[src/rtl/clws_pkg.sv]
// ----------------------------------------------------------------------------
// clws_pkg
// Types, codes and constant tables shared by the character LCD write
// sequencer modules.
// ----------------------------------------------------------------------------
package clws_pkg;

  // Request kinds.
  localparam logic [2:0] KIND_INIT      = 3'd0;
  localparam logic [2:0] KIND_CLEAR     = 3'd1;
  localparam logic [2:0] KIND_CURS_OFF  = 3'd2;
  localparam logic [2:0] KIND_UNDERLINE = 3'd3;
  localparam logic [2:0] KIND_OTHER_CMD = 3'd4;
  localparam logic [2:0] KIND_CHAR_POS  = 3'd5;
  localparam logic [2:0] KIND_CHAR      = 3'd6;

  // Command bytes.
  localparam logic [7:0] CMD_FUNC_SET8  = 8'h30;
  localparam logic [7:0] CMD_FUNC_SET   = 8'h3C;
  localparam logic [7:0] CMD_NULL       = 8'h00;
  localparam logic [7:0] CMD_CLEAR      = 8'h01;
  localparam logic [7:0] CMD_ENTRY_MODE = 8'h06;
  localparam logic [7:0] CMD_CURS_OFF   = 8'h0C;
  localparam logic [7:0] CMD_UNDERLINE  = 8'h0E;
  localparam logic [7:0] CMD_OTHER      = 8'hC0;

  // DDRAM row bases.
  localparam logic [7:0] ROW1_BASE = 8'h80;
  localparam logic [7:0] ROW2_BASE = 8'hC0;
  localparam logic [7:0] ROW3_BASE = 8'h90;
  localparam logic [7:0] ROW4_BASE = 8'hD0;

  // Hold times in milliseconds.
  localparam logic [4:0] HOLD_PULSE = 5'd1;
  localparam logic [4:0] HOLD_POWER = 5'd20;
  localparam logic [4:0] HOLD_CMD   = 5'd2;
  localparam logic [4:0] HOLD_CLEAR = 5'd3;
  localparam logic [4:0] HOLD_SLOW  = 5'd5;
  localparam logic [4:0] HOLD_DATA  = 5'd10;

  localparam logic RS_CMD  = 1'b0;
  localparam logic RS_DATA = 1'b1;

  // Index of the final byte of the init series (seven bytes).
  localparam logic [2:0] INIT_LAST_IDX = 3'd6;

  typedef struct packed {
    logic [2:0] kind;
    logic [2:0] row;
    logic [4:0] col;
    logic [7:0] character;
  } req_t;

  typedef struct packed {
    logic [7:0] bus_data;
    logic       reg_select;
    logic       enable;
    logic [4:0] hold_ms;
    logic       last;
  } res_t;

  // One byte write: value, register select and tail hold.
  typedef struct packed {
    logic [7:0] value;
    logic       rs;
    logic [4:0] tail;
  } byte_t;

  // A classified request as it travels from front to back.
  typedef struct packed {
    logic       init;
    logic [2:0] last_idx;
    byte_t      b0;
    byte_t      b1;
  } job_t;

  typedef enum logic [2:0] {
    PH_SETUP  = 3'b001,
    PH_STROBE = 3'b010,
    PH_TAIL   = 3'b100
  } phase_t;

  function automatic byte_t init_byte(input logic [2:0] idx);
    byte_t b;
    b.rs = RS_CMD;
    unique case (idx)
      3'd0, 3'd1, 3'd2: begin
        b.value = CMD_FUNC_SET8;
        b.tail  = HOLD_CMD;
      end
      3'd3: begin
        b.value = CMD_FUNC_SET;
        b.tail  = HOLD_CMD;
      end
      3'd4: begin
        b.value = CMD_NULL;
        b.tail  = HOLD_SLOW;
      end
      3'd5: begin
        b.value = CMD_CLEAR;
        b.tail  = HOLD_SLOW;
      end
      default: begin
        b.value = CMD_ENTRY_MODE;
        b.tail  = HOLD_SLOW;
      end
    endcase
    return b;
  endfunction

endpackage

[src/rtl/clws_front.sv]
// ----------------------------------------------------------------------------
// clws_front
// Classifies a request into a job of one or two byte writes, or the init
// series. Unused kinds produce no job.
// ----------------------------------------------------------------------------
module clws_front (
  input  clws_pkg::req_t request,
  output clws_pkg::job_t job,
  output logic           job_valid
);

  logic [7:0] base;
  logic [7:0] addr;

  always_comb begin
    priority if (request.row == 3'd1) begin
      base = clws_pkg::ROW1_BASE;
    end else if (request.row == 3'd2) begin
      base = clws_pkg::ROW2_BASE;
    end else if (request.row == 3'd3) begin
      base = clws_pkg::ROW3_BASE;
    end else begin
      base = clws_pkg::ROW4_BASE;
    end
  end

  // Address wraps modulo 256, so column zero lands one below the row base.
  assign addr = base + {3'b000, request.col} - 8'd1;

  always_comb begin
    job.init     = 1'b0;
    job.last_idx = 3'd0;
    job.b0.value = clws_pkg::CMD_NULL;
    job.b0.rs    = clws_pkg::RS_CMD;
    job.b0.tail  = clws_pkg::HOLD_CMD;
    job.b1.value = request.character;
    job.b1.rs    = clws_pkg::RS_DATA;
    job.b1.tail  = clws_pkg::HOLD_DATA;
    job_valid    = 1'b1;
    unique case (request.kind)
      clws_pkg::KIND_INIT: begin
        job.init     = 1'b1;
        job.last_idx = clws_pkg::INIT_LAST_IDX;
      end
      clws_pkg::KIND_CLEAR: begin
        job.b0.value = clws_pkg::CMD_CLEAR;
        job.b0.tail  = clws_pkg::HOLD_CLEAR;
      end
      clws_pkg::KIND_CURS_OFF: begin
        job.b0.value = clws_pkg::CMD_CURS_OFF;
      end
      clws_pkg::KIND_UNDERLINE: begin
        job.b0.value = clws_pkg::CMD_UNDERLINE;
      end
      clws_pkg::KIND_OTHER_CMD: begin
        job.b0.value = clws_pkg::CMD_OTHER;
      end
      clws_pkg::KIND_CHAR_POS: begin
        job.b0.value = addr;
        job.last_idx = 3'd1;
      end
      clws_pkg::KIND_CHAR: begin
        job.b0.value = request.character;
        job.b0.rs    = clws_pkg::RS_DATA;
        job.b0.tail  = clws_pkg::HOLD_DATA;
      end
      default: begin
        job_valid = 1'b0;
      end
    endcase
  end

endmodule

[src/rtl/clws_queue.sv]
// ----------------------------------------------------------------------------
// clws_queue
// Two-entry job queue between the front and the back.
// ----------------------------------------------------------------------------
module clws_queue (
  input  logic           clk,
  input  logic           rst,
  input  logic           wr_en,
  input  clws_pkg::job_t wr_job,
  output logic           full,
  input  logic           rd_en,
  output clws_pkg::job_t rd_job,
  output logic           rd_valid
);

  clws_pkg::job_t entries [2];
  logic           wr_ptr;
  logic           rd_ptr;
  logic [1:0]     count;
  logic [1:0]     count_next;

  assign full     = (count == 2'd2);
  assign rd_valid = (count != 2'd0);
  assign rd_job   = entries[rd_ptr];

  always_comb begin
    count_next = count;
    if (wr_en && !(rd_en && rd_valid)) begin
      count_next = count + 2'd1;
    end else if (!wr_en && rd_en && rd_valid) begin
      count_next = count - 2'd1;
    end
  end

  always_ff @(posedge clk) begin
    if (rst) begin
      wr_ptr <= 1'b0;
      rd_ptr <= 1'b0;
      count  <= 2'd0;
    end else begin
      count <= count_next;
      if (wr_en) begin
        wr_ptr <= ~wr_ptr;
      end
      if (rd_en && rd_valid) begin
        rd_ptr <= ~rd_ptr;
      end
    end
  end

  always_ff @(posedge clk) begin
    if (wr_en) begin
      entries[wr_ptr] <= wr_job;
    end
  end

endmodule

[src/rtl/clws_back.sv]
// ----------------------------------------------------------------------------
// clws_back
// Expands the job at the head of the queue into pin states in a result
// register, one per cycle while that register is empty or being popped.
// ----------------------------------------------------------------------------
module clws_back (
  input  logic           clk,
  input  logic           rst,
  input  clws_pkg::job_t job,
  input  logic           job_valid,
  output logic           job_done,
  output clws_pkg::res_t result,
  output logic           empty,
  input  logic           pop
);

  clws_pkg::phase_t phase;
  clws_pkg::phase_t phase_next;
  logic [2:0]       bidx;
  logic             pause_done;
  logic             out_valid;
  logic             advance;
  logic             emit_pause;
  logic             last_byte;
  clws_pkg::byte_t  cur;
  clws_pkg::res_t   res_next;

  assign empty      = !out_valid;
  assign advance    = job_valid && (!out_valid || pop);
  assign emit_pause = job.init && !pause_done;
  assign last_byte  = (bidx == job.last_idx);
  assign job_done   = advance && !emit_pause && (phase == clws_pkg::PH_TAIL) && last_byte;

  always_comb begin
    if (job.init) begin
      cur = clws_pkg::init_byte(bidx);
    end else if (bidx[0]) begin
      cur = job.b1;
    end else begin
      cur = job.b0;
    end
  end

  always_comb begin
    res_next.bus_data   = cur.value;
    res_next.reg_select = cur.rs;
    res_next.enable     = 1'b0;
    res_next.hold_ms    = clws_pkg::HOLD_PULSE;
    res_next.last       = 1'b0;
    phase_next          = phase;
    if (emit_pause) begin
      // Power-on wait: all pins low before the first function set.
      res_next.bus_data   = clws_pkg::CMD_NULL;
      res_next.reg_select = clws_pkg::RS_CMD;
      res_next.hold_ms    = clws_pkg::HOLD_POWER;
    end else begin
      unique case (phase)
        clws_pkg::PH_SETUP: begin
          phase_next = clws_pkg::PH_STROBE;
        end
        clws_pkg::PH_STROBE: begin
          res_next.enable = 1'b1;
          phase_next      = clws_pkg::PH_TAIL;
        end
        clws_pkg::PH_TAIL: begin
          res_next.hold_ms = cur.tail;
          res_next.last    = last_byte;
          phase_next       = clws_pkg::PH_SETUP;
        end
        default: begin
          phase_next = clws_pkg::PH_SETUP;
        end
      endcase
    end
  end

  always_ff @(posedge clk) begin
    if (rst) begin
      phase      <= clws_pkg::PH_SETUP;
      bidx       <= 3'd0;
      pause_done <= 1'b0;
      out_valid  <= 1'b0;
    end else begin
      if (advance) begin
        out_valid <= 1'b1;
        if (emit_pause) begin
          pause_done <= 1'b1;
        end else begin
          phase <= phase_next;
          if (phase == clws_pkg::PH_TAIL) begin
            if (last_byte) begin
              bidx       <= 3'd0;
              pause_done <= 1'b0;
            end else begin
              bidx <= bidx + 3'd1;
            end
          end
        end
      end else if (pop) begin
        out_valid <= 1'b0;
      end
    end
  end

  always_ff @(posedge clk) begin
    if (advance) begin
      result <= res_next;
    end
  end

endmodule

[src/rtl/char_lcd_write_sequencer_core.sv]
// ----------------------------------------------------------------------------
// char_lcd_write_sequencer_core
// Turns LCD requests into timed pin states for an 8-bit parallel character
// display.
//
//   Channel   Handshake        Payload
//   request   push / full      clws_pkg::req_t  (kind, row, col, character)
//   result    pop / empty      clws_pkg::res_t  (pins, hold_ms, last)
//
// One pin state leaves per cycle while the result register is empty or
// popped; the back end's single result register and sequencer set that rate.
// Up to two classified requests wait in the job queue, so requests are taken
// while results drain. A stalled result side holds the sequencer; kind 7 is
// taken and dropped. Reset is synchronous and empties the queue and the
// result register.
// ----------------------------------------------------------------------------
module char_lcd_write_sequencer_core (
  input  logic           clk,
  input  logic           rst,
  input  logic           push,
  output logic           full,
  input  clws_pkg::req_t request,
  output logic           empty,
  input  logic           pop,
  output clws_pkg::res_t result
);

  clws_pkg::job_t front_job;
  logic           front_valid;
  clws_pkg::job_t head_job;
  logic           head_valid;
  logic           job_done;
  logic           q_wr;

  assign q_wr = push && !full && front_valid;

  clws_front u_front (
    .request   (request),
    .job       (front_job),
    .job_valid (front_valid)
  );

  clws_queue u_queue (
    .clk      (clk),
    .rst      (rst),
    .wr_en    (q_wr),
    .wr_job   (front_job),
    .full     (full),
    .rd_en    (job_done),
    .rd_job   (head_job),
    .rd_valid (head_valid)
  );

  clws_back u_back (
    .clk       (clk),
    .rst       (rst),
    .job       (head_job),
    .job_valid (head_valid),
    .job_done  (job_done),
    .result    (result),
    .empty     (empty),
    .pop       (pop)
  );

endmodule

[config.mk]
export PLATFORM = sky130hd
export DESIGN_NAME = char_lcd_write_sequencer_core
export DESIGN_NICKNAME = d
export VERILOG_FILES = /design/src/rtl/clws_pkg.sv /design/src/rtl/clws_front.sv /design/src/rtl/clws_queue.sv /design/src/rtl/clws_back.sv /design/src/rtl/char_lcd_write_sequencer_core.sv
export SDC_FILE = /design/constraint.sdc
export NUM_CORES = 1
export LEC_CHECK = 0
export BUFFER_PORTS_ARGS = -buffer_cell sky130_fd_sc_hd__buf_2
export CAP_MARGIN = 20
export CORE_ASPECT_RATIO = 0.75
export CORE_UTILIZATION = 62
export CTS_CLUSTER_DIAMETER = 120
export DETAILED_ROUTE_END_ITERATION = 8
export PLACE_DENSITY = 0.92
export SLEW_MARGIN = 20
export SYNTH_ARGS = -nofsm -noshare
export SYNTH_HDL_FRONTEND = slang
export SYNTH_SLANG_ARGS = --single-unit
[constraint.sdc]
create_clock -name clk -period 3.95 [get_ports clk]
set_input_delay 0.1975 -clock clk [delete_from_list [all_inputs] [get_ports clk]]
set_output_delay 0.1975 -clock clk [all_outputs]
set_load 0.1 [all_outputs]
== Word-level counts from Yosys, hierarchy flattened ==
Memories as Yosys holds them, arrays and structs flattened. A register that Yosys moved wholly into a read port is not among the register bits.
Cells that the tools add are included.

* Add/sub/neg operators: 5
* Equality and inequality tests: 19
* Muxes and demuxes: 28
* Bitwise operators: 4
* Reductions and logical operators: 33

{| class="wikitable"
|+ Operators with widths
! cell !! number
|-
| 8-bit case mux with 6 select lines || 1
|-
| 14-bit 2-to-1 mux || 2
|-
| 6-bit case mux with 4 select lines || 1
|-
| 3-bit by 2-bit == test with 1-bit output, second input constant || 7
|-
| 3-bit == test, second input constant || 6
|-
| 8-bit 2-to-1 mux || 2
|-
| 1-bit 2-to-1 mux || 13
|-
| 3-bit by 1-bit == test with 1-bit output, second input constant || 4
|-
| 3-bit case mux with 2 select lines || 2
|-
| 1-bit logical AND || 11
|-
| 2-bit nonzero test || 5
|-
| 8-bit by 5-bit adder with 8-bit output || 1
|-
| 4-bit case mux with 2 select lines || 1
|-
| 8-bit by 1-bit subtractor with 8-bit output, second input constant || 1
|-
| 7-bit 2-to-1 mux || 1
|-
| 7-bit OR reduction || 1
|-
| 1-bit logical NOT || 6
|-
| 3-bit logical NOT || 2
|-
| 3-bit 2-to-1 mux || 2
|-
| 6-bit 2-to-1 mux || 1
|-
| 3-bit AND reduction || 2
|-
| 2-bit 2-to-1 mux || 2
|-
| 1-bit inverter || 4
|-
| 2-bit OR reduction || 2
|-
| other kinds (9) || 9
|}

* Flip-flop bits (word level): 28
* RAM bits: 50
* Input bits: 23
* Output and inout bits: 18
* Logic and storage cells: 103
* Memories kept: 1

{| class="wikitable"
|+ Memories
! memory !! depth !! bits a word !! rd ports !! clocked after memory_dff !! write ports !! line !! RTL
|-
| u_queue.entries || 2 || 25 || 1 || 1 || 1 || clws_queue.sv:16 || <nowiki>clws_pkg::job_t entries [2];</nowiki>
|}

== Logic depth before layout (Yosys ltp) ==
Gate-level depths: netlist (run 1).

* Depth after elaboration: 10
* Gate-level depth with buffers: 10
* Mapped depth without buffers: 10

== By module ==
A second synthesis (run 1) with hierarchy kept.

* Cells, all modules: 336
* Area total of the unflattened synthesis: 4,465.5 um^2

{| class="wikitable"
|+ Modules (own cells, without submodules)
! module !! instances !! cells each !! area an instance (um^2) !! sequential area each (um^2)
|-
| clws_queue || 1 || 125 || 2,552.4 || 2,021.9
|-
| clws_back || 1 || 126 || 1,312.5 || 640.6
|-
| clws_front || 1 || 84 || 591.8 || 0.0
|-
| char_lcd_write_sequencer_core || 1 || 1 || 8.8 || 0.0
|}

== Worst setup path before layout (run 1) ==
Ideal clock, no wire load.

* Path type: flip-flop to flip-flop
* Start point: register u_queue.count[1]
* End point: memory u_queue.entries[0][0] in the netlist's numbering, enable pin
* Setup time: 0.476 ns
* Arrival: 2.650 ns
* Required time: 3.474 ns
* Setup slack: 0.824 ns
* Cell stages (with the launch flop): 3
* Path buffers: 0
* Clock period less this slack: 3.126 ns
* Cell sequence: dfxtp_1 -> nor2b_1 -> nor3_1

* Word-level cells in the longest chain between the ends: 6

{| class="wikitable"
|+ Ends and longest elaborated chain
! element !! line !! RTL
|-
| start, declared || clws_queue.sv:19 || <nowiki>logic [1:0] count;</nowiki>
|-
| start signal, assigned || clws_queue.sv:41 || <nowiki>count <= count_next;</nowiki>
|-
| 2-bit == test || clws_queue.sv:22 || <nowiki>assign full = (count == 2'd2);</nowiki>
|-
| net full || char_lcd_write_sequencer_core.sv:21 || <nowiki>output logic full,</nowiki>
|-
| 1-bit logical NOT || char_lcd_write_sequencer_core.sv:35 || <nowiki>assign q_wr = push && !full && front_valid;</nowiki>
|-
| 1-bit logical AND (2 in a row) || char_lcd_write_sequencer_core.sv:35 ||
|-
| 1-bit 2-to-1 mux || clws_queue.sv:52 || <nowiki>if (wr_en) begin</nowiki>
|-
| 1-bit 2-to-1 mux (implied by the code) || clws_queue.sv:53 || <nowiki>entries[wr_ptr] <= wr_job;</nowiki>
|-
| end, declared || clws_queue.sv:16 ||
|}

The timed path passes the listed nets, and every way through them passes these cells.

== Worst setup path after layout (run 1) ==
* Start point: register u_back.bidx[0]
* End point: register u_back.result[10] (netlist name)

* Word-level cells in the longest chain between the ends: 4
* Elaborated cells on any way between the ends: 10
* Those cells by class: eq/ne: 5; mux: 3; reduce/logical: 2

{| class="wikitable"
|+ Ends and longest elaborated chain
! element !! line !! RTL
|-
| start, declared || clws_back.sv:19 || <nowiki>logic [2:0] bidx;</nowiki>
|-
| start signal, assigned || clws_back.sv:95 || <nowiki>bidx <= bidx + 3'd1;</nowiki>
|-
| 3-bit by 1-bit == test with 1-bit output, or another cell as far along || clws_pkg.sv:86 || <nowiki>unique case (idx)</nowiki>
|-
| 3-bit OR reduction || clws_pkg.sv:86 ||
|-
| 6-bit case mux with 4 select lines || clws_pkg.sv:86 ||
|-
| 14-bit 2-to-1 mux * || clws_back.sv:35 || <nowiki>if (job.init) begin</nowiki>
|}

Every way passes the cells marked *; elsewhere a longest branch is shown, timed or not.
A chain may end at the register's enable or synchronous reset.

==> impl_metrics.csv, run 1 <==
group,metric,value,unit
finish,area_delta_synth_final,12.6,%
logic_synthesis,yosysWarnings,0,
routing,wl_met1,2470,um
setup_path,crit_buf_inv,1,
finish,final_cell_mix,"58 x edfxtp_1, 40 x buf_2, 30 x nand2_1",
setup_path,r2r_end,"u_back.result[10]$_SDFFCE_PP0P_",
logic_synthesis,yosys.area_share.simple,0.125,
setup_path,cp.arrival,2390,ps
floorplanning,die_h,65.2,um
clocking,cts_resized,0,
logic_synthesis,synth_fa_ha_area_frac,0.0440,
setup_path,crit_path_end_kind,"flop",
logic_synthesis,synth-seq-cells,71,
setup_path,cp_max_fo,13,
routing,dr.pass1.iters,4,
pwr,power.total,0.00166,W
clocking,hold_buffers,0,
finish,layout_commonest_cell,"edfxtp_1",
floorplanning,initial_core_util,0.658,
logic_synthesis,synth_edf_count,58,
setup_path,slowest_delay,660,ps
worst_hold_path,hold_end,"u_queue.entries[0][7]$_DFFE_PP_",
setup_path,critPathSlowestCell,"dfxtp_1",
timing,setup_violations,0,
pwr,leakage,1.38,nW
global_routing,grt_max_degree,22,
logic_synthesis,synthMuxAreaShare,0.0831,
worst_hold_path,hold_start,"request[7]",
clocking,htree_levels,3,
timing,final.min_clock_period,2200,ps
logic_synthesis,synth_compound_area_frac,0.0892,
clocking,post_cts_buffers,0,
finish,fin_nets,336,
pwr,max-vdd-ir-drop,0.000246,V
clocking,cts_tree,"yes",
floorplanning,core_area,5010,um^2
placement,hpwl,4130,um
logic_synthesis,synth_area_leaders,"edfxtp_1 53%, dfxtp_1 7.9%, mux4_2 5.5%, ha_1 3.8%, nand2_1 3.4%",
timing,rsz0062_at_grt,"false",
pwr,power-per-cell-area,446,nW/um^2
worst_hold_path,min_path_cells,1,
logic_synthesis,synthArstFlopShare,0,
clocking,cts_max_path_buffers,2,
clocking,cts_root_buffer,"clkbuf_8",
finish,antenna_cells,0,
routing,drcViolationCount,0,
routing,viasPerCell,5.66,
clocking,insertion_delay,340,ps
finish,stdcell_area,3710,um^2
clocking,cts_buffers,9,
setup_path,startpoint_type,"flop",
logic_synthesis,yosysUniqueCellTypes,45,
logic_synthesis,yosys_most_used_dff,"edfxtp_1",
setup_path,ff2ff_setup_slack,1750,ps
setup_path,crit_required,4140,ps
placement,gp_congestion,0.838,
floorplanning,num_rows,22,
timing,finalSetupTns,0,ps
clocking,cts_sinks,71,
timing,worstMarginPinSlew,976,ps
setup_path,crit_chain,"inv_1 > ha_1 > a2111oi_0 > o21ai_0 > o21ai_0",
routing,routed.top_layer,"met4",
finish,multi_input_area,1190,um^2
timing,slew_headroom,0.349,
worst_hold_path,min-delay-path-class,"input port to flop",
routing,ant_nets,0,
placement,port_buffers,40,
logic_synthesis,synthXorXnorAreaFrac,0.0186,
timing,skew,6.75,ps
floorplanning,num_io_pins,41,
logic_synthesis,synth_top_family_by_area,"simple AND/OR/NAND/NOR gates",
setup_path,ff2ff_path_depth,5,
global_routing,grt_pass1_wl,10200,um
setup_path,crit_family,"compound AO/OA/AOI/OAI gates",
setup_path,r2r-start,"u_back.bidx[0]$_SDFFE_PP0P_",
routing,wirelength,6070,um
global_routing,grt_pass1_vias,2088,
timing,max_freq,454,MHz
routing,wl_met3,447,um
routing,drtIter0Drc,213,
logic_synthesis,synth.cell_area,3300,um^2
run_status,outcome,"finished, final reports clean",
finish,regArea,2000,um^2
clocking,clk_pin_slew,70,ps
setup_path,cp_common_cell,"o21ai_0",
finish,drive_above_1_share,0.235,
routing,via_count,2146,
timing,fin_crit_sh,0.557,
logic_synthesis,synth_top_area_cell,"edfxtp_1",
finish,nFillCells,330,
global_routing,grt_usage,0.251,
logic_synthesis,synth_top_area_share,0.528,
routing,routed_wire_length_per_instance,16.0,um
finish,fin_util,0.741,
floorplanning,die_w,86.2,um
logic_synthesis,syn-num-nets,293,
flow_run,drv_cap,0,
floorplanning,dieArea,5620,um^2
setup_path,cp.depth,5,
logic_synthesis,yosysSeqAreaShare,0.607,
global_routing,gr-total-overflow,0,
setup_path,worstSetupPathType,"flop to flop",
timing,slew_violations,0,
logic_synthesis,syn_area_per_cell,12.7,um^2
global_routing,antenna_found_initial,0,
logic_synthesis,syn_inst,259,
placement,post_dp_cell_area,3560,um^2
timing,hold_viol_final,0,
routing,dr_wl_met2,3060,um
-- power breakdown --
group / switching, W / internal (W) / total [W] / leakage (nW)
Sequential: 0.0000215 / 0.000876 / 0.000897 / 0.656
Clock: 0.000248 / 0.000218 / 0.000466 / 0.0762
Combinational: 0.000223 / 0.0000710 / 0.000294 / 0.648
-- worst max-delay path by stage --
stage	startpoint	end	slack, ps
finish	u_back.bidx[0]$_SDFFE_PP0P_	u_back.result[10]$_SDFFCE_PP0P_	1750
global route	u_back.bidx[0]$_SDFFE_PP0P_	u_back.result[10]$_SDFFCE_PP0P_	1490
CTS	u_back.bidx[0]$_SDFFE_PP0P_	u_back.result[2]$_SDFFCE_PP0P_	1750
detailed placement	u_back.bidx[0]$_SDFFE_PP0P_	u_back.result[10]$_SDFFCE_PP0P_	1750
global placement	u_queue.count[0]$_SDFFE_PP0P_	u_back.phase[0]$_SDFFE_PP1P_	1770
floorplan	u_queue.count[1]$_SDFFE_PP0P_	u_queue.entries[0][0]$_DFFE_PP_	820
-- cells by family (layout without fill, tap and decap cells) --
group | after synthesis | count (layout)
compound gates | 45 | 45
flops | 71 | 71
buf+inv | 26 | 74
simple gates | 83 | 83
mux | 16 | 16
fa+ha+maj | 11 | 11
xor+xnor | 7 | 7
-- metal layers --
layer | vias up | track usage
met2 | 89 | 0.424
li1 | 1029 | -
met4 | 0 | 0.0938
met1 | 1014 | 0.309
met3 | 14 | 0.0766
met5 | - | 0
-- cell type report --
type | count | share of cell area
flip-flops and latches | 71 | 0.539
multi-input cells | 162 | 0.321
repair buffers | 42 | 0.0580
clock buffers | 10 | 0.0344
well taps | 72 | 0.0243
inverters | 16 | 0.0162
clock inverters | 6 | 0.00741
-- worst reg2reg max path, cell delays in order, from the launching register on --
cell and delay [ps]:
dfxtp_1 660, inv_1 240, ha_1 270, a2111oi_0 570, o21ai_0 140, o21ai_0 160
-- synth_stat cells (2+ instances only) --
cell / n
and2_1: 6
inv_1: 16
o21ai_0: 15
a21oi_1: 13
a21o_1: 2
mux2i_1: 6
or2_2: 3
nand2b_1: 2
clkbuf_1: 7
nor2_1: 15
a22o_1: 3
xor2_1: 2
xnor2_1: 5
nor3b_1: 3
dfxtp_1: 13
ha_1: 10
nand3_1: 6
mux4_2: 8
edfxtp_1: 58
nand2_1: 30
nor2b_1: 6
nor3_1: 7
-- metrics by stage --
stage / hold WS (ps) / std cells / setup slack (ps)
5_1_grt: 46.2 / 379 / 1490
3_3_place_gp: 397 / 363 / 1770
3_5_place_dp: 402 / 363 / 1750
6_report: 59.5 / 379 / 1750
2_1_floorplan: 267 / 259 / 824
4_1_cts: 46.9 / 379 / 1750
-- sequential cells by signal, summed over array words and instances, names as in the netlist, named ones only --
| signal | count |
|---|---|
| u_back.pause_done | 1 |
| u_back.result | 16 |
| u_queue.wr_ptr | 1 |
| u_queue.entries | 42 |
| u_back.out_valid | 1 |
| u_queue.count | 2 |
| u_back.phase | 3 |
| u_back.bidx | 3 |
| u_queue.rd_ptr | 1 |
Power figures use the tool's default switching activity.
==> inputs of run 2 (changes only) <==
--- a/config.mk
+++ b/config.mk
@@ -5,13 +5,14 @@
 export SDC_FILE = /design/constraint.sdc
 export NUM_CORES = 1
 export LEC_CHECK = 0
+export ABC_AREA = 1
 export BUFFER_PORTS_ARGS = -buffer_cell sky130_fd_sc_hd__buf_2
 export CAP_MARGIN = 20
 export CORE_ASPECT_RATIO = 0.75
-export CORE_UTILIZATION = 62
+export CORE_UTILIZATION = 57
 export CTS_CLUSTER_DIAMETER = 120
 export DETAILED_ROUTE_END_ITERATION = 8
-export PLACE_DENSITY = 0.92
+export PLACE_DENSITY = 0.87
 export SLEW_MARGIN = 20
 export SYNTH_ARGS = -nofsm -noshare
 export SYNTH_HDL_FRONTEND = slang
==> constraint.sdc (replaced) <==
create_clock -name clk -period 2.3 [get_ports clk]
set_input_delay 0.115 -clock clk [delete_from_list [all_inputs] [get_ports clk]]
set_output_delay 0.115 -clock clk [all_outputs]
set_load 0.1 [all_outputs]
==> impl_metrics.csv, run 2 <==
group,metric,value,unit
run_status,outcome,"finished, final reports clean",
finish,layout_commonest_cell,"edfxtp_1",
setup_path,crit_path_end_kind,"flop",
routing,wirelength,6130,um
floorplanning,num_rows,23,
finish,regArea,2000,um^2
pwr,power.total,0.00302,W
clocking,insertion_delay,350,ps
setup_path,cp_max_fo,14,
placement,port_buffers,40,
floorplanning,die_w,89.9,um
finish,largest_register_ffs,42,
setup_path,slowest_delay,600,ps
routing,viasPerCell,5.21,
timing,final.min_clock_period,1950,ps
floorplanning,dieArea,6110,um^2
setup_path,crit_start,"u_back.bidx[0]$_SDFFE_PP0P_",
logic_synthesis,synth_area_leaders,"edfxtp_1 53%, dfxtp_1 7.9%, nor2_1 6.5%, nand2_1 6.0%, inv_1 4.4%",
clocking,hold_buffers,9,
clocking,cts_buffers,9,
logic_synthesis,synth-seq-cells,71,
floorplanning,core_area,5470,um^2
pwr,power-per-cell-area,780,nW/um^2
timing,fin_crit_sh,0.847,
routing,via_count,2442,
clocking,cts_tree,"yes",
logic_synthesis,syn_inst,332,
routing,dr_wl_met2,2810,um
logic_synthesis,yosysWarnings,0,
flow_run,drv_cap,0,
setup_path,r2r-start,"u_back.bidx[0]$_SDFFE_PP0P_",
logic_synthesis,yosys_most_used_dff,"edfxtp_1",
finish,top_register,"u_queue.entries",
clocking,post_cts_buffers,0,
placement,hpwl,4470,um
global_routing,grt_pass1_vias,2304,
finish,multi_input_area,1090,um^2
floorplanning,initial_core_util,0.605,
setup_path,crit_buf_inv,2,
finish,antenna_cells,0,
clocking,htree_levels,3,
global_routing,gr-total-overflow,0,
logic_synthesis,syn-num-nets,366,
setup_path,worstSetupPathType,"flop to flop",
timing,slew_headroom,0.678,
pwr,leakage,1.60,nW
clocking,cts_root_buffer,"clkbuf_8",
setup_path,critPathSlowestCell,"dfxtp_1",
finish,final_cell_mix,"58 x edfxtp_1, 56 x nor2_1, 53 x nand2_1",
finish,nFillCells,414,
setup_path,startpoint_type,"flop",
logic_synthesis,synth_edf_count,58,
timing,finalSetupTns,0,ps
setup_path,cp.arrival,2020,ps
setup_path,crit_family,"flip-flops",
logic_synthesis,syn_area_per_cell,9.96,um^2
timing,slew_violations,0,
routing,wl_met1,2790,um
routing,drtIter0Drc,196,
finish,reg_top3,"u_queue.entries: 42 flops, u_back.result: 16 flops",
routing,dr.pass1.iters,4,
global_routing,grt_usage,0.231,
global_routing,grt_pass1_wl,10400,um
finish,fin_nets,423,
timing,max_freq,513,MHz
finish,drive_above_1_share,0.188,
logic_synthesis,yosysUniqueCellTypes,32,
setup_path,crit_required,2370,ps
logic_synthesis,synthArstFlopShare,0,
setup_path,cp_common_cell,"inv_1",
global_routing,antenna_found_initial,0,
logic_synthesis,synth_top_area_share,0.527,
setup_path,crit_chain,"inv_1 > ha_1 > nor3_1 > o21ai_0 > nor2_1 > inv_1 > nand2_1 > a31oi_1",
clocking,clk_pin_slew,70,ps
finish,area_delta_synth_final,17.3,%
pwr,max-vdd-ir-drop,0.000313,V
floorplanning,num_io_pins,41,
clocking,cts_max_path_buffers,2,
logic_synthesis,synth.cell_area,3310,um^2
placement,gp_congestion,0.796,
routing,wl_met3,428,um
worst_hold_path,min-delay-path-class,"input port to flop",
logic_synthesis,synth_most_common_cell,"edfxtp_1",
floorplanning,die_h,68.0,um
logic_synthesis,synth_top_area_cell,"edfxtp_1",
logic_synthesis,ys_top_cells_by_count,"58 x edfxtp_1, 57 x nor2_1, 53 x nand2_1",
clocking,cts_sinks,71,
timing,worstMarginPinSlew,486,ps
routing,routed_wire_length_per_instance,13.1,um
worst_hold_path,hold_start,"pop",
timing,skew,11.2,ps
clocking,cts_resized,0,
routing,ant_nets,0,
timing,setup_violations,0,
routing,drcViolationCount,0,
timing,rsz0062_at_grt,"false",
routing,routed.top_layer,"met4",
global_routing,grt_max_degree,23,
logic_synthesis,yosysSeqAreaShare,0.606,
timing,hold_viol_final,0,
==> run 2: cell count changes after synthesis, moves of 5 or more <==
| cell | before | now |
|---|---|---|
| nor2_1 | 15 | 57 |
| inv_1 | 16 | 39 |
| nand2_1 | 30 | 53 |
| nor2b_1 | 6 | 0 |
| mux2i_1 | 6 | 0 |
| mux4_2 | 8 | 0 |
| and2_1 | 6 | 0 |
| nand3_1 | 6 | 19 |
| xnor2_1 | 5 | 0 |
| o21ai_0 | 15 | 26 |
==> run 2: where the power goes <==
| part | internal, W | leakage [nW] | switching [W] |
|---|---|---|---|
| registers | 0.00150 | 0.658 | 0.0000305 |
| logic | 0.000119 | 0.855 | 0.000426 |
| clock network | 0.000501 | 0.0895 | 0.000445 |
| total | 0.00212 | 1.60 | 0.000902 |
==> run 2: worst paths after layout <==
path	depth (start not counted)	endpoint	slack, ps
setup / recovery	8	u_back.result[13]$_SDFFCE_PP0P_	350
hold / removal	4	u_back.out_valid$_SDFFE_PP0P_	100
setup reg to reg	8	u_back.result[13]$_SDFFCE_PP0P_	350
hold reg to reg	2	u_queue.rd_ptr$_SDFFE_PP0P_	520
==> run 2: per-stage QoR <==
stage	worst slack (ps)	cells	hold WS, ps	area, um^2	utilization
2_1_floorplan	80.0	332	187	3310	-
3_3_place_gp	456	444	322	3600	0.658
3_5_place_dp	395	444	323	3600	0.658
4_1_cts	377	469	92.3	3880	0.709
5_1_grt	138	469	133	3880	0.709
6_report	351	469	104	3880	0.709
==> run 2: worst min-delay path: cells and delay by family <==
family	cells	cell delay, ps
simple gates	3	210
buf+inv	1	80
==> run 2: routing by layer <==
layer,GRT usage,vias to the layer above
met5,0,-
met4,0.0887,0
met3,0.0778,9
met2,0.384,91
met1,0.288,1109
li1,-,1233
==> run 2: cells by family (layout without fill, tap and decap cells) <==
logic type               after synthesis  in the layout  synth area share
buffers and inverters                 52            114            0.0640
adder cells (fa/ha/maj)               11             11            0.0439
AND/OR/NAND/NOR                      143            143             0.187
AO/OA/AOI/OAI                         53             53            0.0942
XOR/XNOR                               2              2           0.00530
flip-flops                            71             71             0.606
==> run 2: final cells by class <==
cell class,count,share of cell area
clock inverters,5,0.0152
inverters,43,0.0416
flip-flops and latches,71,0.516
repair buffers,55,0.0865
well taps,75,0.0242
multi-input cells,209,0.282
clock buffers,11,0.0339
==> inputs of run 3 (changes only) <==
--- a/config.mk
+++ b/config.mk
@@ -5,14 +5,14 @@
 export SDC_FILE = /design/constraint.sdc
 export NUM_CORES = 1
 export LEC_CHECK = 0
-export ABC_AREA = 1
+export ABC_AREA = 0
 export BUFFER_PORTS_ARGS = -buffer_cell sky130_fd_sc_hd__buf_2
 export CAP_MARGIN = 20
 export CORE_ASPECT_RATIO = 0.75
-export CORE_UTILIZATION = 57
+export CORE_UTILIZATION = 52
 export CTS_CLUSTER_DIAMETER = 120
 export DETAILED_ROUTE_END_ITERATION = 8
-export PLACE_DENSITY = 0.87
+export PLACE_DENSITY = 0.84
 export SLEW_MARGIN = 20
 export SYNTH_ARGS = -nofsm -noshare
 export SYNTH_HDL_FRONTEND = slang
==> constraint.sdc (replaced) <==
create_clock -name clk -period 1.6 [get_ports clk]
set_input_delay 0.08 -clock clk [delete_from_list [all_inputs] [get_ports clk]]
set_output_delay 0.08 -clock clk [all_outputs]
set_load 0.1 [all_outputs]
==> impl_metrics.csv, run 3 (synthesized netlist as in run 1, its figures left out) <==
group,metric,value,unit
placement,hpwl,4760,um
finish,final_cell_mix,"58 x edfxtp_1, 40 x buf_2, 32 x buf_4",
clocking,cts_max_path_buffers,2,
routing,drtIter0Drc,174,
timing,finalSetupTns,-79.8,ps
floorplanning,core_area,5980,um^2
run_status,outcome,"complete, but fails checks",
timing,fin_crit_sh,1.02,
floorplanning,initial_core_util,0.552,
floorplanning,die_w,94.0,um
floorplanning,num_io_pins,41,
timing,slew_violations,0,
timing,slew_headroom,0.679,
timing,setup_violations,4,
clocking,cts_root_buffer,"clkbuf_8",
finish,stdcell_area,4260,um^2
finish,largest_register_ffs,42,
setup_path,crit_chain,"buf_6 > mux2i_4 > mux2i_4 > and3b_2 > o211ai_1 > a21oi_1",
finish,area_delta_synth_final,29.3,%
setup_path,cp_max_fo,4,
floorplanning,dieArea,6670,um^2
pwr,leakage,1.60,nW
finish,layout_commonest_cell,"edfxtp_1",
setup_path,crit_buf_inv,1,
setup_path,crit_family,"multiplexers",
global_routing,grt_pass1_wl,10600,um
routing,wl_met1,2880,um
global_routing,antenna_found_initial,0,
clocking,cts_tree,"yes",
clocking,insertion_delay,340,ps
global_routing,grt_pass1_vias,2255,
setup_path,critPathSlowestCell,"dfxtp_4",
routing,drcViolationCount,0,
routing,ant_nets,0,
routing,wirelength,6540,um
routing,routed_wire_length_per_instance,15.3,um
timing,rsz0062_at_grt,"true",
placement,post_dp_cell_area,3870,um^2
timing,worstMarginPinSlew,485,ps
placement,dp_slack,-214,ps
routing,dr.pass1.iters,4,
run_status,violations,"setup timing",
global_routing,grt_max_degree,22,
setup_path,startpoint_type,"flop",
pwr,power-per-cell-area,1010,nW/um^2
worst_hold_path,min-delay-path-class,"input port to flop",
setup_path,worstSetupPathType,"flop to flop",
clocking,cts_buffers,9,
timing,max_freq,613,MHz
setup_path,cp.arrival,1900,ps
timing,hold_viol_final,0,
routing,dr_wl_met2,3110,um
routing,routed.top_layer,"met4",
global_routing,grt_usage,0.216,
timing,fin_hold_ws,20.2,ps
finish,top_register,"u_queue.entries",
placement,gp_congestion,0.855,
pwr,max-vdd-ir-drop,0.000502,V
flow_run,drv_cap,0,
routing,via_count,2267,
timing,worst_slack,-30.1,ps
routing,wl_met3,439,um
clocking,cts_sinks,71,
finish,drive_above_1_share,0.399,
setup_path,crit_required,1870,ps
worst_hold_path,hold_start,"push",
timing,skew,8.26,ps
placement,port_buffers,40,
routing,viasPerCell,5.32,
pwr,power.total,0.00429,W
finish,antenna_cells,0,
setup_path,crit_path_end_kind,"flop",
timing,final.min_clock_period,1630,ps
finish,reg_top3,"u_queue.entries: 42 flops, u_back.result: 16 flops",
floorplanning,num_rows,24,
floorplanning,die_h,71.0,um
finish,fin_nets,377,
clocking,clk_pin_slew,70,ps
global_routing,gr-total-overflow,0,
clocking,htree_levels,3,
setup_path,cp_common_cell,"mux2i_4",
setup_path,slowest_delay,390,ps
[run 3: cell count changes in the layout (fill, tap and decap cells not counted), sizes merged, moves of 4 or more]
cell,change
xnor2,+5
nor2,-46
and2,+6
mux2i,+7
nor3b,+4
nor2b,+6
buf,+29
nand2,-25
o21ai,-11
mux4,+8
nand3,-13
inv,-25
[run 3: layer usage]
metal  vias up  GRT usage
li1       1114          -
met1      1046      0.280
met2        94      0.355
met3        13     0.0548
met4         0     0.0752
met5         -          0
[run 3: cell type report]
cell class	instances	area, um^2
inverters	16	60.1
clock inverters	7	48.8
repair buffers	83	563
well taps	78	97.6
multi-input cells	162	1360
clock buffers	9	124
flip-flops and latches	71	2020
fillers	415	1710
[run 3: worst paths after layout]
| path | endpoint | slack [ps] | cells past startpoint |
|---|---|---|---|
| setup / recovery | u_queue.count[1]$_SDFFE_PP0P_ | -30 | 6 |
| hold / removal | u_queue.count[0]$_SDFFE_PP0P_ | 20 | 3 |
| setup reg to reg | u_queue.count[1]$_SDFFE_PP0P_ | -30 | 6 |
| hold reg to reg | u_back.phase[2]$_SDFFE_PP0P_ | 520 | 2 |
[run 3: per-stage QoR]
step	util	instances
global route	0.714	426
CTS	0.700	426
detailed placement	0.647	400
floorplan	-	259
finish	0.714	426
global placement	0.647	400
[run 3: worst min-delay path: cells and delay by family]
| family | cells | cell delay (ps) |
|---|---|---|
| AOI/OAI and AO/OA | 1 | 70 |
| buffers and inverters | 1 | 110 |
| and+or+nand+nor | 1 | 60 |
[run 3: repair_timing]
item | CTS | global route
endpoints found under the hold margin | 16 | 0
cloned | 0 | 0
endpoints found under the setup margin | 20 | 12
hold buffers | 8 | 0
setup buffers | 2 | 0
resized for setup | 16 | 17
pin swaps | 2 | 2
[run 3: report_power, final]
group / internal (W) / leakage (nW) / switching (W)
clock: 0.000560 / 0.0793 / 0.000676
sequential: 0.00216 / 0.659 / 0.0000564
combinational: 0.000259 / 0.866 / 0.000580
